### config.mk
export PLATFORM = sky130hd
export DESIGN_NAME = fixed_point_decimal_formatter_unit
export DESIGN_NICKNAME = d
export VERILOG_FILES = /design/src/hw/rtl/fpdf_pkg.sv /design/src/hw/rtl/fixed_point_decimal_formatter_unit.sv
export SDC_FILE = /design/constraint.sdc
export NUM_CORES = 1
export LEC_CHECK = 0
export ABC_AREA = 1
export BUFFER_PORTS_ARGS = -buffer_cell sky130_fd_sc_hd__buf_2
export CELL_PAD_IN_SITES_DETAIL_PLACEMENT = 0
export CELL_PAD_IN_SITES_GLOBAL_PLACEMENT = 1
export CORE_MARGIN = 2
export CORE_UTILIZATION = 50
export CTS_BUF_LIST = sky130_fd_sc_hd__clkbuf_2 sky130_fd_sc_hd__clkbuf_4 sky130_fd_sc_hd__clkbuf_8
export DETAILED_ROUTE_END_ITERATION = 10
export PLACE_DENSITY_LB_ADDON = 0.08
export SLEW_MARGIN = 20
export SYNTH_ARGS = -nofsm -noshare
export SYNTH_HDL_FRONTEND = slang
export SYNTH_SLANG_ARGS = --single-unit
### constraint.sdc
create_clock -name aclk -period 4.9 [get_ports aclk]
set_input_delay 0.245 -clock aclk [delete_from_list [all_inputs] [get_ports aclk]]
set_output_delay 0.245 -clock aclk [all_outputs]
set_load 0.005 [all_outputs]
### src/hw/rtl/fpdf_pkg.sv
`default_nettype none

package fpdf_pkg;

    // result status codes
    typedef enum logic [1:0] {
        ST_OK       = 2'd0,
        ST_REJECT   = 2'd1,
        ST_OVERFLOW = 2'd2
    } status_t;

    // register word index on the apb port
    localparam logic REG_DIGIT_COUNT     = 1'b0;
    localparam logic REG_FRACTION_DIGITS = 1'b1;

    localparam int unsigned MAX_DIGITS = 5;
    localparam int unsigned BIN_W      = 16;
    localparam int unsigned BCD_W      = 4 * MAX_DIGITS;
    localparam int unsigned WORK_W     = BCD_W + BIN_W;
    localparam int unsigned STEPS_PER_STAGE = 4;
    localparam int unsigned DD_STAGES  = BIN_W / STEPS_PER_STAGE;

    // ascii codes
    localparam logic [7:0] CHR_ZERO  = 8'h30;
    localparam logic [7:0] CHR_POINT = 8'h2e;
    localparam logic [7:0] CHR_SPACE = 8'h20;
    localparam logic [7:0] CHR_NUL   = 8'h00;

    // field limits by digit count; for codes above five the settings check rejects the value first
    localparam logic [16:0] POW_TEN [8] = '{
        17'd1, 17'd10, 17'd100, 17'd1000, 17'd10000,
        17'd100000, 17'h1ffff, 17'h1ffff
    };

    // bcd digits in the upper bits, binary bits still to go in the lower
    typedef logic [WORK_W-1:0] work_t;

    typedef struct packed {
        work_t   work;
        status_t status;
    } stage_t;

    // one shift-add-3 step of the double dabble conversion
    function automatic work_t dd_step(input work_t x);
        work_t y;
        y = x;
        for (int i = 0; i < int'(MAX_DIGITS); i++) begin
            if (y[BIN_W + 4*i +: 4] >= 4'd5) begin
                y[BIN_W + 4*i +: 4] = y[BIN_W + 4*i +: 4] + 4'd3;
            end
        end
        return {y[WORK_W-2:0], 1'b0};
    endfunction

    // the steps handled by one pipeline stage
    function automatic work_t dd_stage(input work_t x);
        work_t y;
        y = x;
        for (int s = 0; s < int'(STEPS_PER_STAGE); s++) begin
            y = dd_step(y);
        end
        return y;
    endfunction

endpackage

`default_nettype wire

### src/hw/rtl/fixed_point_decimal_formatter_unit.sv
// path: a value passes pipeline stage 0, the dabble stages, the serialiser registers and the output register
// throughput: one character beat per cycle while m_tready holds; a value takes digit_count beats, one more
//   when fraction_digits is not zero, and a single beat when rejected or overflowing
// the input side is set by the character serialiser: it takes the next value as the last beat of the one before loads
// reset: synchronous active-low aresetn empties the pipeline, digit_count 5, fraction_digits 1
`default_nettype none

module fixed_point_decimal_formatter_unit (
    input  wire logic        aclk,
    input  wire logic        aresetn,
    // input stream
    input  wire logic        s_tvalid,
    output logic             s_tready,
    input  wire logic [15:0] s_tdata,   // [15:0] value
    // character stream
    output logic             m_tvalid,
    input  wire logic        m_tready,
    output logic [7:0]       m_tdata,   // [7:0] character
    output logic             m_tlast,
    output logic [1:0]       m_tuser,   // [1:0] status
    // configuration
    input  wire logic        psel,
    input  wire logic        penable,
    input  wire logic        pwrite,
    input  wire logic [2:0]  paddr,
    input  wire logic [31:0] pwdata,
    output logic [31:0]      prdata,
    output logic             pready
);

    localparam int unsigned NSTG = fpdf_pkg::DD_STAGES + 1;

    // configuration registers
    logic [2:0] digit_count_reg;
    logic [2:0] fraction_digits_reg;
    logic       cfg_wr;

    assign pready = 1'b1;
    assign cfg_wr = psel && penable && pwrite && pready;

    always_ff @(posedge aclk) begin
        if (!aresetn) begin
            digit_count_reg     <= 3'd5;
            fraction_digits_reg <= 3'd1;
        end else if (cfg_wr) begin
            if (paddr[2] == fpdf_pkg::REG_DIGIT_COUNT) begin
                digit_count_reg <= pwdata[2:0];
            end else begin
                fraction_digits_reg <= pwdata[2:0];
            end
        end
    end

    assign prdata = (paddr[2] == fpdf_pkg::REG_FRACTION_DIGITS) ?
                    {29'd0, fraction_digits_reg} : {29'd0, digit_count_reg};

    // settings check and field overflow at the input
    logic              cfg_bad;
    logic              val_ovf;
    fpdf_pkg::status_t in_status;

    assign cfg_bad = (digit_count_reg < 3'd2) || (digit_count_reg > 3'd5) ||
                     (fraction_digits_reg > 3'd4) ||
                     ({1'b0, digit_count_reg} < ({1'b0, fraction_digits_reg} + 4'd2));
    assign val_ovf = {1'b0, s_tdata} >= fpdf_pkg::POW_TEN[digit_count_reg];

    always_comb begin
        if (cfg_bad) begin
            in_status = fpdf_pkg::ST_REJECT;
        end else if (val_ovf) begin
            in_status = fpdf_pkg::ST_OVERFLOW;
        end else begin
            in_status = fpdf_pkg::ST_OK;
        end
    end

    // conversion pipeline: stage 0 captures, the rest run the dabble steps
    fpdf_pkg::stage_t stg_reg  [NSTG];
    fpdf_pkg::stage_t stg_next [NSTG];
    logic             stg_vld_reg [NSTG];
    logic             stg_rdy     [NSTG+1];
    logic             ser_free;

    always_comb begin
        stg_rdy[NSTG] = ser_free;
        for (int k = NSTG - 1; k >= 0; k--) begin
            stg_rdy[k] = !stg_vld_reg[k] || stg_rdy[k+1];
        end
    end

    assign s_tready = stg_rdy[0];

    always_comb begin
        stg_next[0].work   = {{fpdf_pkg::BCD_W{1'b0}}, s_tdata};
        stg_next[0].status = in_status;
        for (int k = 1; k < NSTG; k++) begin
            stg_next[k].work   = fpdf_pkg::dd_stage(stg_reg[k-1].work);
            stg_next[k].status = stg_reg[k-1].status;
        end
    end

    always_ff @(posedge aclk) begin
        if (!aresetn) begin
            stg_vld_reg[0] <= 1'b0;
        end else if (stg_rdy[0]) begin
            stg_vld_reg[0] <= s_tvalid;
        end
        if (stg_rdy[0]) begin
            stg_reg[0] <= stg_next[0];
        end
        for (int k = 1; k < NSTG; k++) begin
            if (!aresetn) begin
                stg_vld_reg[k] <= 1'b0;
            end else if (stg_rdy[k]) begin
                stg_vld_reg[k] <= stg_vld_reg[k-1];
            end
            if (stg_rdy[k]) begin
                stg_reg[k] <= stg_next[k];
            end
        end
    end

    // output register state
    logic        m_tvalid_reg, m_tvalid_next;
    logic [7:0]  m_tdata_reg,  m_tdata_next;
    logic        m_tlast_reg,  m_tlast_next;
    logic [1:0]  m_tuser_reg,  m_tuser_next;

    // character serialiser
    logic                ser_busy_reg,   ser_busy_next;
    logic [4:0][3:0]     ser_digits_reg, ser_digits_next;
    fpdf_pkg::status_t   ser_status_reg, ser_status_next;
    logic [2:0]          ser_p_reg,      ser_p_next;
    logic                ser_dot_reg,    ser_dot_next;
    logic                ser_shown_reg,  ser_shown_next;

    logic       out_load;
    logic       ser_adv;
    logic [3:0] cur_digit;
    logic       shown_eff;
    logic [7:0] cur_char;
    logic       cur_last;

    assign m_tvalid  = m_tvalid_reg;
    assign out_load  = !m_tvalid_reg || m_tready;
    assign ser_adv   = ser_busy_reg && out_load;
    assign ser_free  = !ser_busy_reg || (out_load && cur_last);
    assign cur_digit = ser_digits_reg[ser_p_reg];
    assign shown_eff = ser_shown_reg || (cur_digit != 4'd0) ||
                       (ser_p_reg <= fraction_digits_reg);

    // character at the current position
    always_comb begin
        if (ser_status_reg != fpdf_pkg::ST_OK) begin
            cur_char = fpdf_pkg::CHR_NUL;
            cur_last = 1'b1;
        end else if (ser_dot_reg) begin
            cur_char = fpdf_pkg::CHR_POINT;
            cur_last = 1'b0;
        end else begin
            cur_char = shown_eff ? (fpdf_pkg::CHR_ZERO | {4'd0, cur_digit})
                                 : fpdf_pkg::CHR_SPACE;
            cur_last = (ser_p_reg == 3'd0);
        end
    end

    // walk down the digit powers, inserting the point after the units digit when fraction_digits is not zero
    always_comb begin
        ser_busy_next   = ser_busy_reg;
        ser_digits_next = ser_digits_reg;
        ser_status_next = ser_status_reg;
        ser_p_next      = ser_p_reg;
        ser_dot_next    = ser_dot_reg;
        ser_shown_next  = ser_shown_reg;
        if (ser_adv) begin
            if (cur_last) begin
                ser_busy_next = 1'b0;
            end else if (ser_dot_reg) begin
                ser_dot_next = 1'b0;
                ser_p_next   = ser_p_reg - 3'd1;
            end else begin
                ser_shown_next = shown_eff;
                if ((ser_p_reg == fraction_digits_reg) && (fraction_digits_reg != 3'd0)) begin
                    ser_dot_next = 1'b1;
                end else begin
                    ser_p_next = ser_p_reg - 3'd1;
                end
            end
        end
        if (ser_free && stg_vld_reg[NSTG-1]) begin
            ser_busy_next   = 1'b1;
            ser_digits_next = stg_reg[NSTG-1].work[fpdf_pkg::WORK_W-1:fpdf_pkg::BIN_W];
            ser_status_next = stg_reg[NSTG-1].status;
            ser_p_next      = digit_count_reg - 3'd1;
            ser_dot_next    = 1'b0;
            ser_shown_next  = 1'b0;
        end
    end

    always_ff @(posedge aclk) begin
        if (!aresetn) begin
            ser_busy_reg <= 1'b0;
        end else begin
            ser_busy_reg <= ser_busy_next;
        end
        ser_digits_reg <= ser_digits_next;
        ser_status_reg <= ser_status_next;
        ser_p_reg      <= ser_p_next;
        ser_dot_reg    <= ser_dot_next;
        ser_shown_reg  <= ser_shown_next;
    end

    // output register
    always_comb begin
        m_tvalid_next = m_tvalid_reg;
        m_tdata_next  = m_tdata_reg;
        m_tlast_next  = m_tlast_reg;
        m_tuser_next  = m_tuser_reg;
        if (out_load) begin
            m_tvalid_next = ser_busy_reg;
            m_tdata_next  = cur_char;
            m_tlast_next  = cur_last;
            m_tuser_next  = ser_status_reg;
        end
    end

    always_ff @(posedge aclk) begin
        if (!aresetn) begin
            m_tvalid_reg <= 1'b0;
        end else begin
            m_tvalid_reg <= m_tvalid_next;
        end
        m_tdata_reg <= m_tdata_next;
        m_tlast_reg <= m_tlast_next;
        m_tuser_reg <= m_tuser_next;
    end

    assign m_tdata = m_tdata_reg;
    assign m_tlast = m_tlast_reg;
    assign m_tuser = m_tuser_reg;

    // checks
    a_err_single_beat: assert property (@(posedge aclk) disable iff (!aresetn)
        m_tvalid && (m_tuser != fpdf_pkg::ST_OK) |-> m_tlast && (m_tdata == fpdf_pkg::CHR_NUL))
        else $error("reject or overflow beat is not a single null beat");

    a_status_code: assert property (@(posedge aclk) disable iff (!aresetn)
        m_tvalid |-> (m_tuser == fpdf_pkg::ST_OK) || (m_tuser == fpdf_pkg::ST_REJECT) ||
                     (m_tuser == fpdf_pkg::ST_OVERFLOW))
        else $error("unknown status on output");

    a_pos_range: assert property (@(posedge aclk) disable iff (!aresetn)
        ser_busy_reg && (ser_status_reg == fpdf_pkg::ST_OK) |-> ser_p_reg <= 3'd4)
        else $error("serialiser position beyond the digit field");

    a_stall_only_full: assert property (@(posedge aclk) disable iff (!aresetn)
        !s_tready |-> stg_vld_reg[0] && ser_busy_reg)
        else $error("input stalled with room in the pipeline");

    a_load_when_free: assert property (@(posedge aclk) disable iff (!aresetn)
        ser_busy_reg && !out_load |=> ser_busy_reg && $stable(ser_p_reg))
        else $error("serialiser moved while output stalled");

endmodule

`default_nettype wire
==> reports/results.tsv <==
metric	value	unit
final sum of negative setup slack	0	ns
Initial Util	0.514	
classification of the worst-slack hold path	input pin to register	
share of flip-flops with an asynchronous set or reset after synthesis	0	
top area cells in the synthesized netlist	sky130_fd_sc_hd__edfxtp_1, sky130_fd_sc_hd__nand2_1, sky130_fd_sc_hd__ha_1	
# fillers	1661	
XOR/XNOR share of the synthesized area	0.0186	
initial antenna violation count	0	
maximum number of buffers from clock root to sink	2	
sequential fraction of the synthesis area	0.468	
overall fraction of global-route tracks in use	0.167	
worst hold stages	3	
capture instance of the worst register-to-register path	stg_vld_reg[0]	
number of flip-flops under the largest register name	100	
maximum level of the CTS H-tree	4	
Critical Path Source Type	register	
r2r worst-path depth	13	
largest stage delay on the critical path	0.57	ns
Tmin final	4.27	ns
cells traversed along the worst timing path	nor2_1 > a31oi_1 > inv_2 > a21oi_2 > inv_2 > nor2_1 > inv_1 > nor2_2 > nand2_2 > nor2_4 > nand2_1 > buf_2	
final net count	1252	
sink count of the clock tree	149	
Crit path arrival time	4.03	ns
Port Buffers	40	
adder and majority cell fraction of the synthesized area	0.0791	
hold path start	pwdata[1]	
hold violation count in the final report	0	
maximum number of pins on one net before global-route repair	25	
number of storage elements in the synthesis netlist	149	
Max transition margin	0.419	
largest fanout on the critical path	24	
Final period util	0.872	
multiplexer fraction of the synthesized cell area	0.00215	
distinct cell type count after synthesis	52	
average cell area after synthesis	8.77	um^2
required time of the worst setup path	4.66	ns
warnings from Yosys	0	
CP top delay family	simple AND/OR/NAND/NOR gates	
area fraction in compound gates after synthesis	0.0794	
vertical die dimension	141	um
count of flip-flops with a built-in enable after synthesis	138	
critical register-to-register path startpoint	ser_p_reg[0]	
# Post-CTS Setup Buffers	0	
area leader, netlist	sky130_fd_sc_hd__edfxtp_1	
routability-driven placement congestion ratio	0.784	
via count of the first global-routing pass	6123	
endpoint of the worst hold-timing path	digit_count_reg[1]	
area of the core region	18100	um^2
worst skew pair latency	0.45	ns
floorplan die width	141	um
final setup violating endpoints	0	
Pre-antenna DRT Iters	5	
main flop type after synthesis	sky130_fd_sc_hd__edfxtp_1	
cell at the slowest stage of the critical path	sky130_fd_sc_hd__edfxtp_1	
main combinational cell family by area after synthesis	simple AND/OR/NAND/NOR gates	
CTS-repair resized insts	0	
run status	finished, final reports clean	
cells after synthesis	1064	
Area growth, synth to finish	9.87	%
count of max-cap constraint violations	0	
critical path endpoint category	output pin	
peak clock frequency supported by timing	234	MHz
worst path buffer plus inverter count	4	
final setup skew	0.0130	ns
Clk pin slew, worst setup/hold paths	0.08	ns
total number of vias	6576	
CTS tree	yes	
row count	49	
total detailed-routing wirelength	15600	um
WS Path Type	register to output pin	
max-slew violation count	0	
aggregate global routing overflow	0	
antenna viol nets, final	0	
HPWL after detailed placement	12100	um
fraction of final layout cells sized beyond drive strength 1	0.154	
number of remaining DRC errors	0	
register-to-register setup slack	1.14	ns
simple-gate share of the synthesized area	0.249	
Netlist Area Pre-Place	9330	um^2
antenna diode instance count	0	
global-route wire length before repair	26900	um
wire per inst	11.3	um
FF+latch area	4360	um^2
First DRT Iteration DRCs	281	
vias per std cell	4.78	
number of top-level pins	104	
floorplan die area	19800	um^2
setup repair after global routing missed its margin	false	
clock root cell	sky130_fd_sc_hd__clkbuf_8	
area fraction of the dominant cell type after synthesis	0.444	
transition time of the tightest slew-check pin	0.870	ns
combined area of the multi-input logic cells	4120	um^2
number of buffers inserted during clock tree synthesis	17	
-- area by class of cell --
| cell class | count | share of cell area |
|---|---|---|
| Sequential cell | 149 | 0.426 |
| Multi-Input combinational cell | 721 | 0.402 |
| Inverter | 190 | 0.0696 |
| Timing Repair Buffer | 56 | 0.0349 |
| Tap cell | 229 | 0.0280 |
| Clock buffer | 20 | 0.0250 |
| Clock inverter | 12 | 0.0149 |
-- layout by cell type (no fill, tap or decap), drive strengths merged, types with 4 or more instances in the layout --
cell type / synthesis / routed
a21o: 4 / 4
nand3: 101 / 101
clkbuf: 2 / 20
ha: 59 / 59
nand4: 14 / 14
nor2: 37 / 37
clkinv: 0 / 6
dfxtp: 11 / 11
o22ai: 4 / 4
xor2: 16 / 16
buf: 32 / 41
and2: 4 / 4
nand2: 321 / 321
a21oi: 36 / 36
edfxtp: 138 / 138
o21ai: 59 / 59
conb: 2 / 32
inv: 190 / 192
dlygate4sd3: 0 / 15
-- worst min-delay path: cells and delay by family --
family          cells  cell delay (ns)
compound gates      1             0.05
buf+inv             2             0.16
-- cells by family after synthesis --
logic type | after synthesis
mux | 2
simple gates | 485
flops | 149
other cells | 2
compound gates | 124
xor+xnor | 19
buf+inv | 224
fa+ha+maj | 59
-- metrics by stage --
stage	setup slack (ns)	cell area, um^2	hold slack, ns	std cells	utilization
6_report	0.627	10300	0.0373	1377	0.565
5_1_grt	0.232	10300	0.0102	1377	0.565
4_1_cts	0.559	10300	0.000247	1377	0.565
3_5_place_dp	1.08	9690	0.405	1330	0.534
3_3_place_gp	1.16	9690	0.401	1330	0.534
2_1_floorplan	1.87	9440	0.344	1094	-
-- Yosys cell counts (3+ instances only) --
master,n
sky130_fd_sc_hd__nand2_1,267
sky130_fd_sc_hd__inv_1,182
sky130_fd_sc_hd__edfxtp_1,138
sky130_fd_sc_hd__nand3_1,82
sky130_fd_sc_hd__ha_1,59
sky130_fd_sc_hd__nand2_2,45
sky130_fd_sc_hd__o21ai_0,37
sky130_fd_sc_hd__a21oi_1,35
sky130_fd_sc_hd__nor2_1,33
sky130_fd_sc_hd__buf_4,32
sky130_fd_sc_hd__nand3_2,17
sky130_fd_sc_hd__xor2_1,15
sky130_fd_sc_hd__nand4_1,14
sky130_fd_sc_hd__o21ai_1,13
sky130_fd_sc_hd__dfxtp_1,11
sky130_fd_sc_hd__nand2_4,9
sky130_fd_sc_hd__o21ai_2,9
sky130_fd_sc_hd__inv_2,8
sky130_fd_sc_hd__a21o_1,4
sky130_fd_sc_hd__and2_4,3
sky130_fd_sc_hd__nor2_2,3
sky130_fd_sc_hd__nor3_1,3
sky130_fd_sc_hd__o21a_1,3
sky130_fd_sc_hd__o22ai_1,3
sky130_fd_sc_hd__xnor2_1,3
-- worst max-delay path by stage --
| stage | from | to | slack (ns) | cells past startpoint |
|---|---|---|---|---|
| after CTS | ser_p_reg[0] | s_tready | 0.56 | 12 |
| after global placement | ser_p_reg[0] | s_tready | 1.16 | 12 |
| after detailed placement | ser_p_reg[0] | s_tready | 1.08 | 12 |
| after global routing | ser_p_reg[0] | s_tready | 0.23 | 12 |
| final | ser_p_reg[0] | s_tready | 0.63 | 12 |
| after floorplan | ser_p_reg[1] | ser_p_reg[2] | 1.87 | 8 |
-- per-layer routing --
metal  global-route usage  vias up  part of all wire
met5                    0        -                 0
met3               0.0384       15             0.031
met1                0.220     2887              0.49
met4               0.0458        0             0.011
li1                     -     3592                 -
met2                0.279       82              0.47
-- timing repair --
action | in CTS | in global routing
setup endpoints to repair | 0 | 0
hold buffers | 15 | 0
hold endpoints to repair | 15 | 0
Power is not shown: default switching activity piles up to over one toggle a cycle in this logic, so the estimate is an artifact.
